$ cat config.mk
export PLATFORM = sky130hd
export DESIGN_NAME = lattice_gas_node_collision
export DESIGN_NICKNAME = d
export VERILOG_FILES = /design/src/sv/lgnc_pkg.sv /design/src/sv/lattice_gas_node_collision.sv /design/src/sv/lgnc_sub_unit.sv /design/src/sv/lgnc_count_file.sv
export VERILOG_INCLUDE_DIRS = /design/src /design/src/sv
export SDC_FILE = /design/constraint.sdc
export NUM_CORES = 1
export LEC_CHECK = 0
export BUFFER_PORTS_ARGS = -buffer_cell sky130_fd_sc_hd__buf_2
export CAP_MARGIN = 40
export CELL_PAD_IN_SITES_DETAIL_PLACEMENT = 1
export CELL_PAD_IN_SITES_GLOBAL_PLACEMENT = 1
export CORE_ASPECT_RATIO = 1.5
export CORE_MARGIN = 3
export CORE_UTILIZATION = 48
export CTS_BUF_LIST = sky130_fd_sc_hd__clkbuf_16
export CTS_CLUSTER_SIZE = 24
export DETAILED_ROUTE_END_ITERATION = 12
export GPL_ROUTABILITY_DRIVEN = 0
export HOLD_SLACK_MARGIN = 0.02
export PLACE_DENSITY_LB_ADDON = 0.1
export SYNTH_ARGS = -nofsm -noshare
export SYNTH_HDL_FRONTEND = slang
export SYNTH_SLANG_ARGS = --single-unit
$ cat constraint.sdc
create_clock -name i_clk -period 8.15 [get_ports i_clk]
set_input_delay 0.4075 -clock i_clk [delete_from_list [all_inputs] [get_ports i_clk]]
set_output_delay 0.4075 -clock i_clk [all_outputs]
set_load 0.02 [all_outputs]
$ cat src/sv/assert_macros.svh
// Assertion helpers for the RTL files; lattice_gas_node_collision includes them.
// Every check is clocked on i_clk and is switched off while i_rst_n is low.
`ifndef ASSERT_MACROS_SVH
`define ASSERT_MACROS_SVH

// A property that must hold in every cycle.
`define ASSERT_CLK(lbl, prop, msg) \
    lbl: assert property (@(posedge i_clk) disable iff (!i_rst_n) (prop)) else $error(msg);

// The consequent must hold in the same cycle as the antecedent.
`define ASSERT_IMPL(lbl, ante, cons, msg) \
    lbl: assert property (@(posedge i_clk) disable iff (!i_rst_n) (ante) |-> (cons)) \
        else $error(msg);

// The consequent must hold in the cycle after the antecedent.
`define ASSERT_NEXT(lbl, ante, cons, msg) \
    lbl: assert property (@(posedge i_clk) disable iff (!i_rst_n) (ante) |=> (cons)) \
        else $error(msg);

`endif

$ cat src/sv/lgnc_pkg.sv
`default_nettype none

package lgnc_pkg;

    localparam int DEF_COUNT_WIDTH = 12;
    localparam int VEL             = 9;
    localparam int SLOT_W          = 4;
    localparam int DRAW_W          = 31;
    localparam int STEP_W          = 5;
    localparam logic [DRAW_W-1:0] RATE_RESET = 31'd268435455;

    typedef enum logic [1:0] {
        ACT_LOAD    = 2'd0,
        ACT_COLLIDE = 2'd1,
        ACT_READ    = 2'd2
    } t_action;

    typedef enum logic [3:0] {
        S_IDLE,
        S_LOAD,
        S_MOD1,
        S_MOD2,
        S_WALK1,
        S_WALK2,
        S_COLLIDE,
        S_DEC1,
        S_DEC2,
        S_INC1,
        S_INC2,
        S_RESULT
    } t_state;

    // Command to the count file: one address serves both read and write.
    typedef struct packed {
        logic              we;
        logic [SLOT_W-1:0] addr;
    } t_cf_cmd;

    // Velocity components are held offset by one: 0 is -1, 1 is 0, 2 is +1.
    typedef struct packed {
        logic [1:0] x;
        logic [1:0] y;
    } t_coord;

    typedef struct packed {
        logic [1:0] a;
        logic [1:0] b;
    } t_pair;

    function automatic t_coord slot_coord(input logic [SLOT_W-1:0] v);
        t_coord c;
        unique case (v)
            4'd0:    c = '{x: 2'd0, y: 2'd0};
            4'd1:    c = '{x: 2'd1, y: 2'd0};
            4'd2:    c = '{x: 2'd2, y: 2'd0};
            4'd3:    c = '{x: 2'd0, y: 2'd1};
            4'd4:    c = '{x: 2'd1, y: 2'd1};
            4'd5:    c = '{x: 2'd2, y: 2'd1};
            4'd6:    c = '{x: 2'd0, y: 2'd2};
            4'd7:    c = '{x: 2'd1, y: 2'd2};
            4'd8:    c = '{x: 2'd2, y: 2'd2};
            default: c = '{x: 2'd1, y: 2'd1};
        endcase
        return c;
    endfunction

    function automatic logic [SLOT_W-1:0] coord_slot(input t_coord c);
        return SLOT_W'(c.y) * SLOT_W'(3) + SLOT_W'(c.x);
    endfunction

    // Collision rule on one axis: cancel opposite components, excite a
    // resting pair when the draw falls below the threshold, otherwise swap.
    function automatic t_pair collide_axis(input logic [1:0] a, input logic [1:0] b,
                                           input logic [DRAW_W-1:0] draw,
                                           input logic [DRAW_W-1:0] rate);
        t_pair p;
        if ((a == 2'd0 && b == 2'd2) || (a == 2'd2 && b == 2'd0)) begin
            p = '{a: 2'd1, b: 2'd1};
        end else if (a == 2'd1 && b == 2'd1) begin
            if (draw < rate) begin
                if (draw < (rate >> 1)) begin
                    p = '{a: 2'd0, b: 2'd2};
                end else begin
                    p = '{a: 2'd2, b: 2'd0};
                end
            end else begin
                p = '{a: a, b: b};
            end
        end else begin
            p = '{a: b, b: a};
        end
        return p;
    endfunction

endpackage

`default_nettype wire

$ cat src/sv/lattice_gas_node_collision.sv
`default_nettype none

// Particle store of one node of a nine-velocity lattice gas.
// An item is taken at a clock edge where start is high and busy is low; the
// payload ports are sampled at that edge. busy stays high until the result
// beat, which is shown for exactly one cycle with o_done high. The receiver
// cannot stall, so the beat is simply gone after that cycle.
// A load writes its count first; a read (or the unused action code) and a
// collision attempt on an empty node go straight to the result. Otherwise
// it runs two 31-step restoring remainder reductions (ending there if both
// draws give the same remainder) and two walks of up to nine counts, all on
// the one shared compare/subtract unit, then four count updates through the
// single port of the count file. busy drops in the cycle of the result beat,
// so the next item may be taken at the edge that ends it. rate_threshold is
// to be written through i_cfg_we/i_cfg_wdata while the block is idle, which
// it does not enforce. Synchronous reset clears all nine counts, loads the
// threshold default, and leaves the block idle with no beat pending.
module lattice_gas_node_collision
    import lgnc_pkg::*;
#(
    parameter int COUNT_WIDTH = DEF_COUNT_WIDTH
) (
    input  wire logic              i_clk,
    input  wire logic              i_rst_n,
    input  wire logic              start,
    output logic                   busy,
    input  wire logic [1:0]        i_action,
    input  wire logic [3:0]        i_vel_index,
    input  wire logic [11:0]       i_load_value,
    input  wire logic [DRAW_W-1:0] i_draw_first,
    input  wire logic [DRAW_W-1:0] i_draw_second,
    input  wire logic [DRAW_W-1:0] i_draw_x,
    input  wire logic [DRAW_W-1:0] i_draw_y,
    input  wire logic              i_cfg_we,
    input  wire logic [DRAW_W-1:0] i_cfg_wdata,
    output logic                   o_done,
    output logic [11:0]            o_count_value,
    output logic [15:0]            o_total_count,
    output logic                   o_collided,
    output logic [3:0]             o_picked_first,
    output logic [3:0]             o_picked_second
);

`include "assert_macros.svh"

    localparam int TOT_W = COUNT_WIDTH + 4;
    localparam int SUB_W = TOT_W + 1;
    localparam logic [COUNT_WIDTH-1:0] COUNT_MAX = {COUNT_WIDTH{1'b1}};
    localparam logic [STEP_W-1:0]      LAST_STEP = STEP_W'(DRAW_W - 1);

    t_state r_state, n_state;

    logic [DRAW_W-1:0]      r_rate;
    logic [SLOT_W-1:0]      r_idx;
    logic [11:0]            r_load;
    logic [DRAW_W-1:0]      r_shift;
    logic [DRAW_W-1:0]      r_d2;
    logic [DRAW_W-1:0]      r_dx;
    logic [DRAW_W-1:0]      r_dy;
    logic [STEP_W-1:0]      r_step;
    logic [TOT_W-1:0]       r_rem;
    logic [TOT_W-1:0]       r_r1;
    logic [TOT_W-1:0]       r_r2;
    logic [SLOT_W-1:0]      r_walk;
    logic [SLOT_W-1:0]      r_v1;
    logic [SLOT_W-1:0]      r_v2;
    logic [SLOT_W-1:0]      r_n1;
    logic [SLOT_W-1:0]      r_n2;
    logic                   r_moved;
    logic                   r_sat;

    logic                   accept;
    t_cf_cmd                cf_cmd;
    logic [COUNT_WIDTH-1:0] cf_wdata;
    logic [COUNT_WIDTH-1:0] cf_rdata;
    logic [TOT_W-1:0]       total;
    logic [SUB_W-1:0]       sub_a;
    logic [SUB_W-1:0]       sub_b;
    logic                   sub_ge;
    logic [SUB_W-1:0]       sub_diff;
    logic [TOT_W-1:0]       rem_step;
    logic                   walk_found;
    logic                   at_max;
    logic [COUNT_WIDTH+11:0] count_ext;
    logic [TOT_W+15:0]      total_ext;
    logic [COUNT_WIDTH+11:0] load_ext;
    t_coord                 c1;
    t_coord                 c2;
    t_pair                  px;
    t_pair                  py;
    logic [SLOT_W-1:0]      new1;
    logic [SLOT_W-1:0]      new2;

    assign busy   = (r_state != S_IDLE);
    assign accept = start && !busy;

    lgnc_count_file #(
        .COUNT_WIDTH(COUNT_WIDTH)
    ) u_count_file (
        .i_clk  (i_clk),
        .i_rst_n(i_rst_n),
        .i_cmd  (cf_cmd),
        .i_wdata(cf_wdata),
        .o_rdata(cf_rdata),
        .o_total(total)
    );

    lgnc_sub_unit #(
        .W(SUB_W)
    ) u_sub_unit (
        .i_a   (sub_a),
        .i_b   (sub_b),
        .o_ge  (sub_ge),
        .o_diff(sub_diff)
    );

    // In the remainder steps the subtrahend is the node total; in the walks
    // it is the count at the walk position.
    always_comb begin
        if (r_state == S_MOD1 || r_state == S_MOD2) begin
            sub_a = {r_rem, r_shift[DRAW_W-1]};
            sub_b = {1'b0, total};
        end else begin
            sub_a = {1'b0, r_rem};
            sub_b = {5'b0, cf_rdata};
        end
    end

    assign rem_step   = sub_ge ? sub_diff[TOT_W-1:0] : sub_a[TOT_W-1:0];
    assign walk_found = (r_walk == SLOT_W'(VEL - 1)) || !sub_ge;
    assign at_max     = (cf_rdata == COUNT_MAX);
    assign load_ext   = {{COUNT_WIDTH{1'b0}}, r_load};

    // New velocities of the two picked particles.
    always_comb begin
        c1   = slot_coord(r_v1);
        c2   = slot_coord(r_v2);
        px   = collide_axis(c1.x, c2.x, r_dx, r_rate);
        py   = collide_axis(c1.y, c2.y, r_dy, r_rate);
        new1 = coord_slot('{x: px.a, y: py.a});
        new2 = coord_slot('{x: px.b, y: py.b});
    end

    // Next state.
    always_comb begin
        n_state = r_state;
        unique case (r_state)
            S_IDLE: begin
                if (accept) begin
                    unique case (i_action)
                        ACT_LOAD:    n_state = S_LOAD;
                        ACT_COLLIDE: n_state = (total == '0) ? S_RESULT : S_MOD1;
                        default:     n_state = S_RESULT;
                    endcase
                end
            end
            S_LOAD:    n_state = S_RESULT;
            S_MOD1:    n_state = (r_step == '0) ? S_MOD2 : S_MOD1;
            S_MOD2: begin
                if (r_step == '0) begin
                    n_state = (rem_step == r_r1) ? S_RESULT : S_WALK1;
                end
            end
            S_WALK1:   n_state = walk_found ? S_WALK2 : S_WALK1;
            S_WALK2:   n_state = walk_found ? S_COLLIDE : S_WALK2;
            S_COLLIDE: n_state = S_DEC1;
            S_DEC1:    n_state = S_DEC2;
            S_DEC2:    n_state = S_INC1;
            S_INC1:    n_state = S_INC2;
            S_INC2:    n_state = S_RESULT;
            S_RESULT:  n_state = S_IDLE;
            default:   n_state = S_IDLE;
        endcase
    end

    // Count file port: address, write enable and write data per state.
    always_comb begin
        cf_cmd   = '{we: 1'b0, addr: r_idx};
        cf_wdata = cf_rdata;
        unique case (r_state)
            S_LOAD: begin
                cf_cmd   = '{we: (r_idx < SLOT_W'(VEL)), addr: r_idx};
                cf_wdata = load_ext[COUNT_WIDTH-1:0];
            end
            S_WALK1, S_WALK2: cf_cmd = '{we: 1'b0, addr: r_walk};
            S_DEC1: begin
                cf_cmd   = '{we: 1'b1, addr: r_v1};
                cf_wdata = cf_rdata - COUNT_WIDTH'(1);
            end
            S_DEC2: begin
                cf_cmd   = '{we: 1'b1, addr: r_v2};
                cf_wdata = cf_rdata - COUNT_WIDTH'(1);
            end
            S_INC1: begin
                cf_cmd   = '{we: 1'b1, addr: r_n1};
                cf_wdata = at_max ? cf_rdata : cf_rdata + COUNT_WIDTH'(1);
            end
            S_INC2: begin
                cf_cmd   = '{we: 1'b1, addr: r_n2};
                cf_wdata = at_max ? cf_rdata : cf_rdata + COUNT_WIDTH'(1);
            end
            default: cf_cmd = '{we: 1'b0, addr: r_idx};
        endcase
    end

    always_ff @(posedge i_clk) begin
        if (!i_rst_n) begin
            r_state <= S_IDLE;
            r_rate  <= RATE_RESET;
        end else begin
            r_state <= n_state;
            if (i_cfg_we) begin
                r_rate <= i_cfg_wdata;
            end
        end
    end

    // Item payload and work registers.
    always_ff @(posedge i_clk) begin
        if (accept) begin
            r_idx   <= i_vel_index;
            r_load  <= i_load_value;
            r_shift <= i_draw_first;
            r_d2    <= i_draw_second;
            r_dx    <= i_draw_x;
            r_dy    <= i_draw_y;
            r_rem   <= '0;
            r_step  <= LAST_STEP;
            r_v1    <= '0;
            r_v2    <= '0;
            r_moved <= 1'b0;
            r_sat   <= 1'b0;
        end else begin
            unique case (r_state)
                S_MOD1: begin
                    if (r_step == '0) begin
                        r_r1    <= rem_step;
                        r_rem   <= '0;
                        r_shift <= r_d2;
                        r_step  <= LAST_STEP;
                    end else begin
                        r_rem   <= rem_step;
                        r_shift <= r_shift << 1;
                        r_step  <= r_step - STEP_W'(1);
                    end
                end
                S_MOD2: begin
                    if (r_step == '0) begin
                        r_r2   <= rem_step;
                        r_rem  <= r_r1;
                        r_walk <= '0;
                    end else begin
                        r_rem   <= rem_step;
                        r_shift <= r_shift << 1;
                        r_step  <= r_step - STEP_W'(1);
                    end
                end
                S_WALK1: begin
                    if (walk_found) begin
                        r_v1   <= r_walk;
                        r_rem  <= r_r2;
                        r_walk <= '0;
                    end else begin
                        r_rem  <= sub_diff[TOT_W-1:0];
                        r_walk <= r_walk + SLOT_W'(1);
                    end
                end
                S_WALK2: begin
                    if (walk_found) begin
                        r_v2 <= r_walk;
                    end else begin
                        r_rem  <= sub_diff[TOT_W-1:0];
                        r_walk <= r_walk + SLOT_W'(1);
                    end
                end
                S_COLLIDE: begin
                    r_n1 <= new1;
                    r_n2 <= new2;
                    // Counts change unless the pair lands back on the same slots.
                    r_moved <= !((new1 == r_v1 && new2 == r_v2) ||
                                 (new1 == r_v2 && new2 == r_v1));
                end
                S_INC1, S_INC2: begin
                    if (at_max) begin
                        r_sat <= 1'b1;
                    end
                end
                default: begin
                    r_step <= r_step;
                end
            endcase
        end
    end

    assign count_ext = {12'b0, cf_rdata};
    assign total_ext = {16'b0, total};

    // Result beat, registered so that it lasts exactly one cycle.
    always_ff @(posedge i_clk) begin
        if (!i_rst_n) begin
            o_done <= 1'b0;
        end else begin
            o_done <= (r_state == S_RESULT);
        end
    end

    always_ff @(posedge i_clk) begin
        if (r_state == S_RESULT) begin
            o_count_value   <= count_ext[11:0];
            o_total_count   <= total_ext[15:0];
            o_collided      <= r_moved || r_sat;
            o_picked_first  <= r_v1;
            o_picked_second <= r_v2;
        end
    end

    `ASSERT_IMPL(a_done_idle, o_done, !busy, "result beat while still busy")
    `ASSERT_NEXT(a_accept_busy, accept, busy, "accepted item did not raise busy")
    `ASSERT_IMPL(a_walk_range, r_state == S_WALK1 || r_state == S_WALK2,
                 r_walk < SLOT_W'(VEL), "walk ran past the last slot")
    `ASSERT_IMPL(a_write_range, cf_cmd.we, cf_cmd.addr < SLOT_W'(VEL),
                 "count write outside the nine slots")

endmodule

`default_nettype wire

$ cat src/sv/lgnc_sub_unit.sv
`default_nettype none

// Shared compare and subtract: o_diff is valid as a result when o_ge is set.
module lgnc_sub_unit
    import lgnc_pkg::*;
#(
    parameter int W = DEF_COUNT_WIDTH + 5
) (
    input  wire logic [W-1:0] i_a,
    input  wire logic [W-1:0] i_b,
    output logic              o_ge,
    output logic [W-1:0]      o_diff
);

    logic [W:0] wide;

    assign wide   = {1'b0, i_a} - {1'b0, i_b};
    assign o_ge   = ~wide[W];
    assign o_diff = wide[W-1:0];

endmodule

`default_nettype wire

$ cat src/sv/lgnc_count_file.sv
`default_nettype none

// Nine particle counts with one read/write address and a running total.
module lgnc_count_file
    import lgnc_pkg::*;
#(
    parameter int COUNT_WIDTH = DEF_COUNT_WIDTH
) (
    input  wire logic                   i_clk,
    input  wire logic                   i_rst_n,
    input  wire t_cf_cmd                i_cmd,
    input  wire logic [COUNT_WIDTH-1:0] i_wdata,
    output logic [COUNT_WIDTH-1:0]      o_rdata,
    output logic [COUNT_WIDTH+3:0]      o_total
);

    localparam int TOT_W = COUNT_WIDTH + 4;

    logic [COUNT_WIDTH-1:0] r_cnt [VEL];
    logic [TOT_W-1:0]       r_total;
    logic                   in_range;

    assign in_range = (i_cmd.addr < SLOT_W'(VEL));
    assign o_rdata  = in_range ? r_cnt[i_cmd.addr] : '0;
    assign o_total  = r_total;

    always_ff @(posedge i_clk) begin
        if (!i_rst_n) begin
            for (int i = 0; i < VEL; i++) begin
                r_cnt[i] <= '0;
            end
            r_total <= '0;
        end else if (i_cmd.we && in_range) begin
            r_cnt[i_cmd.addr] <= i_wdata;
            r_total <= r_total - TOT_W'(o_rdata) + TOT_W'(i_wdata);
        end
    end

endmodule

`default_nettype wire
# == Word level (Yosys, flattened, before mapping) ==
# Memory sizes are Yosys's and may differ from the RTL's. A register that Yosys moved wholly into a read port is not among the register bits.
# Cells that the tools add are included.
# word_totals
elab_cells,177
mem_count,3
romBits,128
input_bits,177
regBits,304
ram_bits,108
# memory_table
memory,words,width,rd,rd_clocked_by_memory_dff,write_ports,line,source
u_count_file.r_cnt,9,12,1,0,9,lgnc_count_file.sv:19,logic [COUNT_WIDTH-1:0] r_cnt [VEL];
(name not given),16,4,1,1,0,lgnc_pkg.sv:52,unique case (v)
(name not given),16,4,1,1,0,lgnc_pkg.sv:52,
# op_classes
reduce_logical,47
eq_ne,32
n_addsub,9
magnitude_cmp,6
n_mul,2
muxes,51
bitwise_logic,1
# op_table
operator,n
$mux W16,6
$mux W31,3
$mux W4,20
$pmux W16 S4,1
$lt A31 B30 Y1,2
$lt A31 B31 Y1,2
$pmux W31 S2,1
$pmux W4 S10,1
$mux W12,3
$pmux W12 S3,1
$pmux W5 S6,1
$eq A4 B4 Y1 const B,5
$sub A17 B16 Y18,1
$mux W17,1
$add A16 B12 Y16,1
$eq A16 B16 Y1,1
$eq A4 B3 Y1 const B,4
$eq A4 B4 Y1,4
$logic_not A16 Y1,1
$reduce_and A2 Y1,8
$sub A16 B12 Y16,1
$add A12 B1 Y12 const B,1
$eq A12 B12 Y1 const B,1
$pmux W4 S3,1
32 further kinds,77

# == Depth between registers and ports, before layout ==
# depth
depth_word,12
ltp_mapped,33
mapped_depth_nobuf,27

# == Cells and area by module ==
# Synthesis repeated with hierarchy kept, for this count alone.
# hier_totals
cells_unflattened,2166
hier_area_um2,23617.7
# by_module_without_submodules
mod,instances,seq_area_each_um2,area_per_inst_um2,cells_each
lattice_gas_node_collision,1,8137.8,15951.5,1450
lgnc_count_file,1,3563.4,6752.7,581
lgnc_sub_unit,1,0.0,913.4,135

# == Worst setup path after synthesis ==
# Ideal clock, no wire load.
# synth_timing
path_kind,register to register
start,reg r_state[0]
end,"reg u_count_file.r_total[12], in the netlist u_count_file.o_total[12]"
synth_period_minus_slack_ps,6434
path_slack_ps,1716
path_buffers,4
arrival_ps,6306
stages_incl_launch_ff,32
path_cell_list,dfxtp_1 buf_6 mux2_4 a221o_1 a22o_1 buf_6 buf_6 mux4_2 and2_4 a2111oi_4 inv_4 ha_1 and3_1 clkbuf_1 nand3_1 o21ai_0 a21oi_1 inv_1 fa_1 inv_1 fa_1 nor2b_1 o21ai_0 a21boi_0 o21ai_0 a21boi_0 o21ai_0 a21oi_1 o41ai_1 xnor2_1 mux2i_1 nor2_1
# synth_between
elab_chain_cells,9
elab_cells_between_ends,22
# synth_lines
element,line,source
"start, declared",lattice_gas_node_collision.sv:51,"t_state r_state, n_state;"
"start signal, assigned",lattice_gas_node_collision.sv:211,r_state <= n_state;
$eq A4 B3 Y1,lattice_gas_node_collision.sv:180,unique case (r_state)
$reduce_or A2 Y1,lattice_gas_node_collision.sv:180,
$pmux W5 S6 (*),lattice_gas_node_collision.sv:180,
$mem_v2 Z9 W12 / $lt A4 B4 Y1 (equally long branches),-,
$mux W12 (*),lgnc_count_file.sv:24,assign o_rdata = in_range ? r_cnt[i_cmd.addr] : '0;
net cf_rdata[0],lattice_gas_node_collision.sv:75,logic [COUNT_WIDTH-1:0] cf_rdata;
$add A12 B1 Y12 / $eq A12 B12 Y1 (equally long branches),"lattice_gas_node_collision.sv:196, lattice_gas_node_collision.sv:200, lattice_gas_node_collision.sv:131",
$mux W12,"lattice_gas_node_collision.sv:196, lattice_gas_node_collision.sv:200",
$pmux W12 S3 (*),lattice_gas_node_collision.sv:180,
net cf_wdata[1],lattice_gas_node_collision.sv:74,logic [COUNT_WIDTH-1:0] cf_wdata;
$add A16 B12 Y16 (*),lgnc_count_file.sv:35,r_total <= r_total - TOT_W'(o_rdata) + TOT_W'(i_wdata);
"end signal, assigned",lgnc_count_file.sv:35,
"end, declared",lgnc_count_file.sv:20,logic [TOT_W-1:0] r_total;
# Mark *: on every way through the listed nets, which the timed path passes. The rest lies on a longest branch.
# A chain may end at the register's enable or synchronous reset.

# == Worst setup path in the final report ==
# layout_timing
start,reg r_state[0]
end,"reg u_count_file.r_total[14], in the netlist u_count_file.o_total[14]"
# layout_between
elab_chain_cells,9
elab_cells_between_ends,22
# layout_lines
element,line,source
$eq A4 B3 Y1,lattice_gas_node_collision.sv:180,
$reduce_or A2 Y1,lattice_gas_node_collision.sv:180,
$pmux W5 S6 (*),lattice_gas_node_collision.sv:180,
$mem_v2 Z9 W12 / $lt A4 B4 Y1 (equally long branches),-,
$mux W12 (*),lgnc_count_file.sv:24,
net cf_rdata[6],lattice_gas_node_collision.sv:75,
$eq A12 B12 Y1 (*),lattice_gas_node_collision.sv:131,assign at_max = (cf_rdata == COUNT_MAX);
$mux W12 (*),"lattice_gas_node_collision.sv:196, lattice_gas_node_collision.sv:200",
$pmux W12 S3 (*),lattice_gas_node_collision.sv:180,
net cf_wdata[1],lattice_gas_node_collision.sv:74,
$add A16 B12 Y16 (*),lgnc_count_file.sv:35,
# Marked as above.

==> run metrics <==
setup TNS=0 ps; post-layout util=0.580; leakage power=between 10 and 15 nW; DP Cell Count=2,895; Synth area leaders=edfxtp_1, ha_1, dfxtp_1; Worst Path Max Fanout=27; P_sw=roughly 5.4 mW; initial drt markers=between 900 and 1,000; Net count, final=around 2,800; part of the Yosys area used for sequential elements=0.504; largest net degree at the start of global routing=74; setup repair bufs after CTS=0; Chip Height=approximately 280 µm; layout cell share with drive strength beyond 1=0.169; via count=18,439; syn avg cell area=roughly 11 µm²; GRT Residual Overflow=0; WL/cell=24.2 µm; sw frac=0.447; vias per inst=roughly 6; commonest cells after routing, fill and taps aside=edfxtp_1, buf_2, nor2_1; first-pass GRT wire length=~110,000 µm; GRT Overall Usage=0.288; Layout Skew=between 20 and 25 ps; status=completed; CP endpoint kind=flop; Area Growth Syn to Fin=19.2%; Clock Power Share=0.166; Crit Path Category=flop to flop; Non-Filler Instances=3,088; headroom to the max-slew limit=0.436; CTS Buf Count=43; commonest non-fill, non-tap cell in the layout=edfxtp_1; RSZ-0062 raised after global routing=false; power density cells=roughly 430 mW/mm²; Design Area, Final=0.0277 mm²; Yosys top cell by area=edfxtp_1; Fill cells=5,083; Rows=~100; final wirelength=between 70,000 and 80,000 µm; Detail Placement HPWL=between 50,000 and 60,000 µm; Post-DP Area=between 0.02 and 0.03 mm²; number of antenna violations at the first check in global routing=2; Top cell by count, worst path=o21ai_0; worst skew pair latency=slightly below 600 ps; Hold Path Class=primary input to flop; Final ANT Viol Nets=0; Post-synth EDFFs=roughly 330; Tcrit/Tclk final=0.925; CTS tree=done; Post-Syn Nets=2,486; Ys Warns=0; number of distinct library cells after synthesis=between 90 and 100; Max Cap Viol=0; Comb power frac=0.567; max-slew violations=0; CTS max path bufs=3; Worst Path Required=between 8000 and 9000 ps; P_int=about 6.6 mW; Post-Synthesis Cells=2,122; Port-buffer cells=approximately 220; Worst-path clk slew=roughly 70 ps; drt pass-1 iters=5; CP Launch Type=flop; Hold Fails Final Rpt=0; die area=just over 0.05 mm²; Worst Path Arrival=between 8000 and 9000 ps; sequential share of power=0.268; Ports=between 200 and 250; worst slew pin tran=between 800 and 900 ps; peak supply drop=0.232 mV; Largest stage delay, worst path=around 800 ps; Critical-path top delay cell=dfxtp_1; Async SR Flop Fraction=0; post-synth top area share=0.426; core area=~0.048 mm²; Final Setup Violations=0; Final Power=12.0 mW; vias in the first global route=roughly 20,000; Die X=between 150 and 200 µm; Initial Util=0.487; Final min period=7540 ps; H-tree depth=2; Peak Freq=between 100 and 150 MHz; DRC Markers=0; Synth Cell Area=roughly 0.023 mm²; clk sinks=420; dominant synthesized flop cell=edfxtp_1; number of synthesized register bits=420; clk root buf=clkbuf_16
[area by class of cell]
type,count,area (µm²),share of cell area
Tap cell,600,751,0.0271
Timing Repair Buffer,386,2740,0.0990
Clock buffer,43,1080,0.0389
Sequential cell,420,11700,0.423
Multi-Input combinational cell,1485,10700,0.385
Clock inverter,37,297,0.0107
Inverter,115,440,0.0159
Antenna cell,2,5.00,0.000181
[repair_timing]
action,CTS,global route
hold endpoints to repair,111,0
hold buffers,111,0
setup endpoints to repair,0,1
gates resized for setup,0,1
[per-stage QoR]
step | worst slack, ps | hold slack [ps]
after global placement | 879 | 461
after global routing | 80.5 | 50.4
after detailed placement | 709 | 464
after CTS | 662 | 20.2
after floorplan | 1720 | 429
final | 610 | 50.4
[power groups by stage]
stage	sequential [mW]	combinational [mW]	clock [mW]
after floorplan	3.13	4.73	0
after global placement	3.23	6.34	0
after detailed placement	3.24	6.64	0
after CTS	3.20	6.73	2.02
after global routing	3.25	7.45	2.10
final	3.21	6.80	1.99
[worst max-delay path: cells and delay by family (launching register included)]
family / cells / cell delay, ps
adders and majority gates: 2 / 950
DFF: 1 / 810
muxes: 1 / 140
buffers and inverters: 6 / 1130
AOI/OAI and AO/OA: 14 / 3070
and+or+nand+nor: 6 / 1350
[worst paths after layout]
check,startpoint,end,slack (ps),depth (start not counted)
worst max register to register,r_state[0],u_count_file.o_total[14],610,29
worst min-delay path,i_cfg_wdata[10],r_rate[10],50,3
worst min register to register,r_sat,r_sat,480,2
worst max-delay path,r_state[0],u_count_file.o_total[14],610,29
[cells in the mapped netlist, drive strengths merged (32+ instances only)]
master  number
a21oi      100
o21ai      122
nor2       209
nor3        34
edfxtp     329
inv        112
o211ai      32
a21o        71
dfxtp       91
ha         173
mux2i       74
clkbuf      75
nand2      195
xnor2       34
[layer usage]
layer  global-route usage  share of wire
met3               0.0369          0.041
met5                    0              0
met2                0.549           0.54
met4                0.155          0.058
met1                0.304           0.36
[cells by family (layout without fill, tap and decap cells)]
kind of cell               Yosys count  count (layout)  share of synthesized area
AOI/OAI and AO/OA                  499             499                      0.147
muxes                              102             102                     0.0541
and+or+nand+nor                    644             644                      0.131
other                                0               2                          0
adders and majority gates          187             187                      0.105
DFF                                420             420                      0.504
buffers and inverters              217             581                     0.0390
xor gates and xnor gates            53              53                     0.0200
[flip-flops by register name (all words and copies together) (netlist names), 31 cells and up]
register	count
r_shift	31
u_count_file.r_cnt	108
r_dy	31
r_dx	31
r_rate	31
r_d2	31
Note: power is estimated with default switching activity, not from simulation.
